`config.mk`:
```
export PLATFORM = sky130hd
export DESIGN_NAME = quaternion_orientation_steering
export DESIGN_NICKNAME = d
export VERILOG_FILES = /design/src/sv/qos_pkg.sv /design/src/sv/quaternion_orientation_steering.sv /design/src/sv/qos_mac.sv /design/src/sv/qos_ctrl.sv
export SDC_FILE = /design/constraint.sdc
export NUM_CORES = 2
export LEC_CHECK = 0
export CAP_MARGIN = 5
export CORE_MARGIN = 3
export CORE_UTILIZATION = 65
export CTS_CLUSTER_DIAMETER = 60
export DETAILED_ROUTE_END_ITERATION = 6
export DONT_BUFFER_PORTS = 1
export PLACE_DENSITY = 0.81
export SYNTH_ARGS = -nofsm -noshare
export SYNTH_HDL_FRONTEND = slang
export SYNTH_SLANG_ARGS = --single-unit
```
`constraint.sdc`:
```
create_clock -name clk -period 20.4 [get_ports clk]
set_input_delay 3.06 -clock clk [delete_from_list [all_inputs] [get_ports clk]]
set_output_delay 3.06 -clock clk [all_outputs]
set_load 0.1 [all_outputs]
```
`src/sv/qos_pkg.sv`:
```
// Shared types, constants and arithmetic helpers of the quaternion steering block.
// Depends on nothing; imported by every module of the block.
`timescale 1ns / 1ps

package qos_pkg;

	localparam int FRAC_BITS = 14;
	localparam int ACC_W     = 35;
	localparam int PADDR_W   = 4;
	localparam int PDATA_W   = 64;

	localparam logic signed [15:0] Q_MAX = 16'sh7FFF;
	localparam logic signed [15:0] Q_MIN = 16'sh8000;
	localparam logic signed [15:0] IDLE_W = (FRAC_BITS >= 15) ? Q_MAX : 16'(1 << FRAC_BITS);

	localparam logic signed [ACC_W-1:0] RND_HALF = ACC_W'(64'sd1 <<< (FRAC_BITS - 1));
	localparam logic signed [ACC_W-1:0] SAT_HI   = ACC_W'(Q_MAX);
	localparam logic signed [ACC_W-1:0] SAT_LO   = ACC_W'(Q_MIN);

	localparam logic OP_SAMPLE = 1'b0;
	localparam logic OP_RESET  = 1'b1;

	localparam logic REG_CAL = 1'b0;
	localparam logic REG_INV = 1'b1;

	// Terms of each Hamilton product component that are subtracted.
	localparam logic [3:0] NEG_MASK [4] = '{4'b1110, 4'b1000, 4'b0010, 4'b0100};

	typedef enum logic [1:0] {
		ST_IDLE,
		ST_ISSUE,
		ST_DRAIN,
		ST_DONE
	} state_t;

	typedef enum logic [1:0] {
		PROD_STEER,
		PROD_CONJ,
		PROD_CAL
	} prod_t;

	typedef struct packed {
		logic       valid;
		prod_t      prod;
		logic [1:0] comp;
		logic [1:0] term;
	} issue_t;

	typedef struct packed {
		logic busy;
		logic load;
	} ctrl_sts_t;

	typedef struct packed {
		logic       valid;
		logic       first;
		logic       last;
		logic       neg;
		logic [1:0] comp;
	} mac_ctl_t;

	typedef struct packed {
		logic              valid;
		logic [1:0]        comp;
		logic signed [15:0] value;
	} mac_res_t;

	function automatic logic signed [15:0] neg_sat(input logic signed [15:0] v);
		return (v == Q_MIN) ? Q_MAX : -v;
	endfunction

	// Round half up at the binary point, then clamp to the 16-bit range.
	function automatic logic signed [15:0] round_sat(input logic signed [ACC_W-1:0] acc);
		logic signed [ACC_W-1:0] sum;
		logic signed [ACC_W-1:0] sh;
		sum = acc + RND_HALF;
		sh  = sum >>> FRAC_BITS;
		if (sh > SAT_HI) begin
			return Q_MAX;
		end else if (sh < SAT_LO) begin
			return Q_MIN;
		end
		return sh[15:0];
	endfunction

endpackage

```
`src/sv/quaternion_orientation_steering.sv`:
```
// Top level of the quaternion orientation steering block: register port,
// quaternion state, operand selection and output register.
// Depends on qos_pkg, qos_ctrl and qos_mac.
`timescale 1ns / 1ps

// A raw sample (opcode 0) is turned into conj(cal) * (idle * raw) * cal in Q2.14,
// rounded and saturated after each product, with x, y and z negated as invert_axes
// selects. One 16x16 multiplier is shared by all 48 multiply-accumulate steps, so a
// sample holds the input stalled while the block issues three products, drains the
// multiplier pipeline after each and loads the result. If the previous result has
// not been taken yet, the block waits before that load. A reset-orientation beat
// (opcode 1) does not stall the input; it stores the conjugate of the last raw sample
// as the idle quaternion and gives no result. Registers: cal_quat at byte address 0
// (64 bits), invert_axes at address 8; write them only while idle.
module quaternion_orientation_steering (
	input  logic                         clk,
	input  logic                         arst_n,
	input  logic                         psel,
	input  logic                         penable,
	input  logic                         pwrite,
	input  logic [qos_pkg::PADDR_W-1:0]  paddr,
	input  logic [qos_pkg::PDATA_W-1:0]  pwdata,
	output logic [qos_pkg::PDATA_W-1:0]  prdata,
	output logic                         pready,
	input  logic                         smp_valid,
	output logic                         smp_stall,
	input  logic                         opcode,
	input  logic signed [15:0]           raw_w,
	input  logic signed [15:0]           raw_x,
	input  logic signed [15:0]           raw_y,
	input  logic signed [15:0]           raw_z,
	output logic                         res_valid,
	input  logic                         res_stall,
	output logic signed [15:0]           out_w,
	output logic signed [15:0]           out_x,
	output logic signed [15:0]           out_y,
	output logic signed [15:0]           out_z
);
	import qos_pkg::*;

	logic [0:3][15:0]   cal_q;
	logic [2:0]         inv_q;
	logic [0:3][15:0]   raw_q;
	logic [0:3][15:0]   idle_q;
	logic [0:3][15:0]   t_q;
	logic signed [15:0] nxt_q [3];
	logic signed [15:0] out_w_q;
	logic signed [15:0] out_x_q;
	logic signed [15:0] out_y_q;
	logic signed [15:0] out_z_q;
	logic               res_valid_q;

	logic               cfg_wr;
	logic               smp_acc;
	logic               start;
	logic               out_free;
	issue_t             issue;
	ctrl_sts_t          sts;
	mac_ctl_t           mac_ctl;
	mac_res_t           mac_res;
	logic [1:0]         b_idx;
	logic [1:0]         t_addr;
	logic [1:0]         c_addr;
	logic signed [15:0] t_rd;
	logic signed [15:0] c_rd;
	logic signed [15:0] op_a;
	logic signed [15:0] op_b;

	assign pready   = 1'b1;
	assign cfg_wr   = psel & penable & pwrite & pready;
	assign smp_stall = sts.busy;
	assign smp_acc  = smp_valid & ~smp_stall;
	assign start    = smp_acc & (opcode == OP_SAMPLE);
	assign out_free = ~res_valid_q | ~res_stall;

	always_comb begin
		unique case (paddr[3])
			REG_CAL: prdata = cal_q;
			REG_INV: prdata = {{(PDATA_W - 3){1'b0}}, inv_q};
			default: prdata = '0;
		endcase
	end

	always_ff @(posedge clk or negedge arst_n) begin
		if (!arst_n) begin
			cal_q <= {IDLE_W, 48'h0} & 64'h0 | 64'h4000_0000_0000_0000;
			inv_q <= '0;
		end else if (cfg_wr) begin
			unique case (paddr[3])
				REG_CAL: cal_q <= pwdata;
				REG_INV: inv_q <= pwdata[2:0];
				default: ;
			endcase
		end
	end

	// The idle quaternion comes out of reset as identity and the last raw sample as zero.
	always_ff @(posedge clk or negedge arst_n) begin
		if (!arst_n) begin
			raw_q  <= '0;
			idle_q <= {IDLE_W, 48'h0};
		end else if (smp_acc) begin
			if (opcode == OP_SAMPLE) begin
				raw_q <= {raw_w, raw_x, raw_y, raw_z};
			end else begin
				idle_q <= {raw_q[0], neg_sat(raw_q[1]), neg_sat(raw_q[2]),
					neg_sat(raw_q[3])};
			end
		end
	end

	qos_ctrl u_ctrl (
		.clk      (clk),
		.arst_n   (arst_n),
		.start    (start),
		.out_free (out_free),
		.issue    (issue),
		.sts      (sts)
	);

	// Term k of component i multiplies a[k] by b[i ^ k].
	assign b_idx  = issue.comp ^ issue.term;
	assign t_addr = (issue.prod == PROD_CAL)  ? issue.term : b_idx;
	assign c_addr = (issue.prod == PROD_CONJ) ? issue.term : b_idx;
	assign t_rd   = t_q[t_addr];
	assign c_rd   = cal_q[c_addr];

	always_comb begin
		case (issue.prod)
			PROD_STEER: begin
				op_a = idle_q[issue.term];
				op_b = raw_q[b_idx];
			end
			PROD_CONJ: begin
				op_a = (issue.term == 2'd0) ? c_rd : neg_sat(c_rd);
				op_b = t_rd;
			end
			PROD_CAL: begin
				op_a = t_rd;
				op_b = c_rd;
			end
			default: begin
				op_a = '0;
				op_b = '0;
			end
		endcase
	end

	always_comb begin
		mac_ctl.valid = issue.valid;
		mac_ctl.first = (issue.term == 2'd0);
		mac_ctl.last  = (issue.term == 2'd3);
		mac_ctl.neg   = NEG_MASK[issue.comp][issue.term];
		mac_ctl.comp  = issue.comp;
	end

	qos_mac u_mac (
		.clk    (clk),
		.arst_n (arst_n),
		.op_a   (op_a),
		.op_b   (op_b),
		.ctl    (mac_ctl),
		.res    (mac_res)
	);

	// Components of the product in flight collect here; the last one moves the
	// whole quaternion into t_q so the next product can read it.
	always_ff @(posedge clk) begin
		if (mac_res.valid) begin
			case (mac_res.comp)
				2'd0: nxt_q[0] <= mac_res.value;
				2'd1: nxt_q[1] <= mac_res.value;
				2'd2: nxt_q[2] <= mac_res.value;
				default: t_q <= {nxt_q[0], nxt_q[1], nxt_q[2], mac_res.value};
			endcase
		end
		if (sts.load) begin
			out_w_q <= t_q[0];
			out_x_q <= inv_q[0] ? neg_sat(t_q[1]) : t_q[1];
			out_y_q <= inv_q[1] ? neg_sat(t_q[2]) : t_q[2];
			out_z_q <= inv_q[2] ? neg_sat(t_q[3]) : t_q[3];
		end
	end

	always_ff @(posedge clk or negedge arst_n) begin
		if (!arst_n) begin
			res_valid_q <= 1'b0;
		end else if (sts.load) begin
			res_valid_q <= 1'b1;
		end else if (~res_stall) begin
			res_valid_q <= 1'b0;
		end
	end

	assign res_valid = res_valid_q;
	assign out_w     = out_w_q;
	assign out_x     = out_x_q;
	assign out_y     = out_y_q;
	assign out_z     = out_z_q;

endmodule

```
`src/sv/qos_mac.sv`:
```
// Shared multiply-accumulate unit: one 16x16 multiplier, a signed accumulator
// and the round/saturate step. Depends on qos_pkg.
`timescale 1ns / 1ps

module qos_mac (
	input  logic                clk,
	input  logic                arst_n,
	input  logic signed [15:0]  op_a,
	input  logic signed [15:0]  op_b,
	input  qos_pkg::mac_ctl_t   ctl,
	output qos_pkg::mac_res_t   res
);
	import qos_pkg::*;

	logic signed [31:0]      prod_s1;
	mac_ctl_t                ctl_s1;
	logic signed [ACC_W-1:0] acc_s2;
	mac_ctl_t                ctl_s2;
	logic signed [ACC_W-1:0] ext;
	logic signed [ACC_W-1:0] addend;
	logic signed [ACC_W-1:0] base;

	always_ff @(posedge clk or negedge arst_n) begin
		if (!arst_n) begin
			ctl_s1 <= '0;
			ctl_s2 <= '0;
		end else begin
			ctl_s1 <= ctl;
			ctl_s2 <= ctl_s1;
		end
	end

	assign ext    = ACC_W'(prod_s1);
	assign addend = ctl_s1.neg ? -ext : ext;
	assign base   = ctl_s1.first ? '0 : acc_s2;

	always_ff @(posedge clk) begin
		prod_s1 <= op_a * op_b;
		if (ctl_s1.valid) begin
			acc_s2 <= base + addend;
		end
	end

	always_comb begin
		res.valid = ctl_s2.valid & ctl_s2.last;
		res.comp  = ctl_s2.comp;
		res.value = round_sat(acc_s2);
	end

endmodule

```
`src/sv/qos_ctrl.sv`:
```
// Sequencer of the steering block: walks three Hamilton products, four terms
// per component, and hands the finished result to the output register.
// Depends on qos_pkg.
`timescale 1ns / 1ps

module qos_ctrl (
	input  logic                 clk,
	input  logic                 arst_n,
	input  logic                 start,
	input  logic                 out_free,
	output qos_pkg::issue_t      issue,
	output qos_pkg::ctrl_sts_t   sts
);
	import qos_pkg::*;

	state_t     state_q;
	state_t     state_d;
	logic [3:0] cnt_q;
	prod_t      prod_q;
	logic       drn_q;

	always_comb begin
		state_d = state_q;
		unique case (state_q)
			ST_IDLE: begin
				if (start) state_d = ST_ISSUE;
			end
			ST_ISSUE: begin
				if (cnt_q == 4'hF) state_d = ST_DRAIN;
			end
			ST_DRAIN: begin
				if (drn_q) state_d = (prod_q == PROD_CAL) ? ST_DONE : ST_ISSUE;
			end
			ST_DONE: begin
				if (out_free) state_d = ST_IDLE;
			end
			default: state_d = ST_IDLE;
		endcase
	end

	always_comb begin
		issue.valid = (state_q == ST_ISSUE);
		issue.prod  = prod_q;
		issue.comp  = cnt_q[3:2];
		issue.term  = cnt_q[1:0];
		sts.busy    = (state_q != ST_IDLE);
		sts.load    = (state_q == ST_DONE) & out_free;
	end

	always_ff @(posedge clk or negedge arst_n) begin
		if (!arst_n) begin
			state_q <= ST_IDLE;
			cnt_q   <= '0;
			prod_q  <= PROD_STEER;
			drn_q   <= 1'b0;
		end else begin
			state_q <= state_d;
			case (state_q)
				ST_IDLE: begin
					cnt_q  <= '0;
					prod_q <= PROD_STEER;
					drn_q  <= 1'b0;
				end
				ST_ISSUE: begin
					cnt_q <= cnt_q + 4'd1;
				end
				ST_DRAIN: begin
					drn_q <= ~drn_q;
					if (drn_q) begin
						unique case (prod_q)
							PROD_STEER: prod_q <= PROD_CONJ;
							PROD_CONJ:  prod_q <= PROD_CAL;
							default:    prod_q <= PROD_CAL;
						endcase
					end
				end
				default: begin
					drn_q <= 1'b0;
				end
			endcase
		end
	end

endmodule

```
==> flow_metrics.py <==
metrics = {
    "min_path": {
        "hold_class": "flip-flop to flip-flop",
    },
    "clock_network": {
        "clock_latency_ps": 620,
        "postCtsResizedCells": 0,
        "cts_tree": "yes",
        "postCtsHoldBufs": 0,
        "htree_num_levels": 2,
        "cts_root_buf": "clkbuf_16",
        "clk_pin_slew_ps": 60,
        "cts_buffers": 52,
        "clkSinkCount": 458,
        "clock_path_buffers": 3,
        "post-cts-setup-buffers": 0,
    },
    "routing": {
        "via_per_inst": 6.59,
        "route.detailed.drc": 0,
        "vias": 26200,
        "drtAntennaViolNets": 0,
        "dr.first_iter.drc_count": 3092,
        "wl_mm": 99.5,
        "first_pass_iters": 7,
        "wl_per_cell_um": 25.1,
    },
    "synth": {
        "yosys_warnings": 0,
        "synthesis.area_um2": 34500,
        "syn_avg_cell_area_um2": 10.4,
        "synth_edf_count": 211,
        "synthArstFlopShare": 0.469,
        "synthDistinctLibCells": 93,
        "synth_area_leaders": "edfxtp_1 (18%), dfrtp_1 (15%), fa_1 (15%)",
        "syn-num-nets": 3846,
        "synth.most_common_cell": "inv_1",
        "syn_inst": 3315,
        "ys_top_cells_by_count": "inv_1 (351), nand2_1 (294), fa_1 (264)",
        "ys.flop_type": "dfrtp_1",
        "yosysTopAreaCellShare": 0.183,
        "yosys.area.top_type": "edfxtp_1",
        "seq_area_frac_synth": 0.358,
        "ys_ff_latch": 458,
    },
    "worst_setup_path": {
        "end_kind": "flip-flop",
        "critPathMaxFanout": 37,
        "critPathLaunchType": "flip-flop",
        "critPathSlowestCell": "mux2i_1",
        "cp_slowest_stage_delay_ps": 980,
        "required_ps": 20880,
        "critPathMostFrequentCell": "fa_1",
        "crit_type": "flip-flop to flip-flop",
        "worst_ep_arrival_time_ps": 11120,
    },
    "finish": {
        "multi_input_area_um2": 20400,
        "register_area_um2": 12400,
        "final_nets": 3776,
        "drive_gt1_frac": 0.132,
        "synthToLayoutAreaGrowth_pct": 6.98,
        "fillers": 3640,
        "finalNonFillerCells": 3970,
    },
    "run": {
        "maxCapViolCount": 0,
    },
    "sta": {
        "fin_crit_sh": 0.522,
        "fin_crit_ps": 10640,
        "slew_headroom": 0.165,
        "skew_ps": 21.3,
        "max_freq_mhz": 94.0,
        "worst_pin_slew_ps": 1240,
        "setup_tns_ps": 0,
        "setup_viol": 0,
        "whs_ps": 354,
        "rsz0062_at_grt": "no",
        "report.final.slew_viol_count": 0,
        "hold_viol": 0,
    },
    "global_route": {
        "grt_max_degree": 216,
        "grt_pass1_vias": 26500,
        "grt_usage": 0.357,
        "antenna_found_initial": 3,
        "grt_pass1_wl_mm": 155,
        "overflow": 0,
    },
    "status": {
        "run_status": "completed",
    },
    "floorplanning": {
        "dieArea_um2": 55900,
        "start_util": 0.665,
        "fp.coreArea_um2": 51900,
        "die_y_um": 237,
        "die_w_um": 237,
        "num_io_pins": 271,
        "num_rows": 83,
    },
    "placement": {
        "dpl.cell_count": 3870,
        "dpl.hpwl_mm": 75.0,
        "gp_congestion": 0.960,
        "io_buffers": 0,
    },
}
-- registers in the layout, indices dropped and copies added (netlist names), 4 cells and up --
signal         count
nxt_q             48
u_mac.acc_s2      35
u_mac.ctl_s1       6
out_x             16
cal_q             64
raw_q             64
out_w             16
out_z             16
u_ctrl.cnt_q       4
t_q               64
idle_q            64
out_y             16
u_mac.prod_s1     32
-- worst paths after layout --
path	from	end	slack [ps]	cells after the start
setup reg to reg	u_ctrl.prod_q[0]	u_mac.prod_s1[31]	9760	29
hold reg to reg	u_mac.ctl_s1[1]	u_mac.res[17]	350	0
setup / recovery	u_ctrl.prod_q[0]	u_mac.prod_s1[31]	9760	29
min in group asynchronous	arst_n	raw_q[55]	2150	0
max in group asynchronous	arst_n	cal_q[62]	17970	0
hold / removal	u_mac.ctl_s1[1]	u_mac.res[17]	350	0
-- layout by cell type, fill, tap and decap left out, types with 17 or more instances in the layout --
cell,Yosys,final
a211oi_1,49,49
a21o_1,35,35
a21oi_1,156,154
a31oi_1,20,19
and2_1,17,17
and3_1,25,24
buf_4,5,34
clkbuf_16,0,55
dfrtp_1,213,212
dfxtp_1,32,32
edfxtp_1,211,211
fa_1,264,264
ha_1,127,127
inv_1,351,351
mux2_2,142,142
mux2i_1,19,19
mux4_2,49,49
nand2_1,294,294
nand2b_1,54,54
nand3_1,59,59
nor2_1,134,133
nor2b_1,124,63
nor2b_2,0,61
nor3_1,79,78
nor4_1,26,26
o211ai_1,18,18
o21ai_0,171,168
o22a_1,43,43
o31ai_1,18,18
or3_1,25,25
xnor2_1,111,111
xor2_1,66,66
-- cells by family after synthesis --
logic type,Yosys count,synth area share
simple gates,913,0.133
compound gates,653,0.123
buf+inv,512,0.0585
flops,458,0.358
fa+ha+maj,391,0.199
mux,210,0.0837
xor+xnor,177,0.0449
other cells,1,0.000109
-- final cells by class --
type,instances,share of cell area
multi-input cells,2345,0.551
flip-flops and latches,458,0.334
clock buffers,69,0.0397
inverters,354,0.0360
well taps,680,0.0230
clock inverters,29,0.00884
repair buffers,34,0.00691
diodes,1,0.0000677
-- metal layers --
metal / vias to the layer above / part of all wire / GRT usage
met3: 276 / 0.097 / 0.0685
li1: 11400 / - / -
met4: 2 / 0.053 / 0.158
met2: 1480 / 0.47 / 0.571
met5: - / 0.00011 / 0
met1: 13000 / 0.38 / 0.479
-- stage by stage --
| stage | setup slack [ps] | utilization | cell area, um2 |
|---|---|---|---|
| 4_1_cts | 10000 | 0.712 | 36900 |
| 6_report | 9760 | 0.712 | 37000 |
| 3_5_place_dp | 10060 | 0.677 | 35200 |
| 5_1_grt | 9170 | 0.712 | 37000 |
| 2_1_floorplan | 11760 | - | 34500 |
| 3_3_place_gp | 10230 | 0.677 | 35200 |
-- critical path: cells and delay by family (launching register included) --
family,cells,cell delay (ps)
and+or+nand+nor,5,2050
AOI/OAI and AO/OA,8,1890
buffers and inverters,6,850
xor gates and xnor gates,1,140
adders and majority gates,7,3590
DFF,1,320
muxes,2,1630
Power is not shown: default switching activity piles up to over one toggle a cycle in this logic, so the estimate is an artifact.
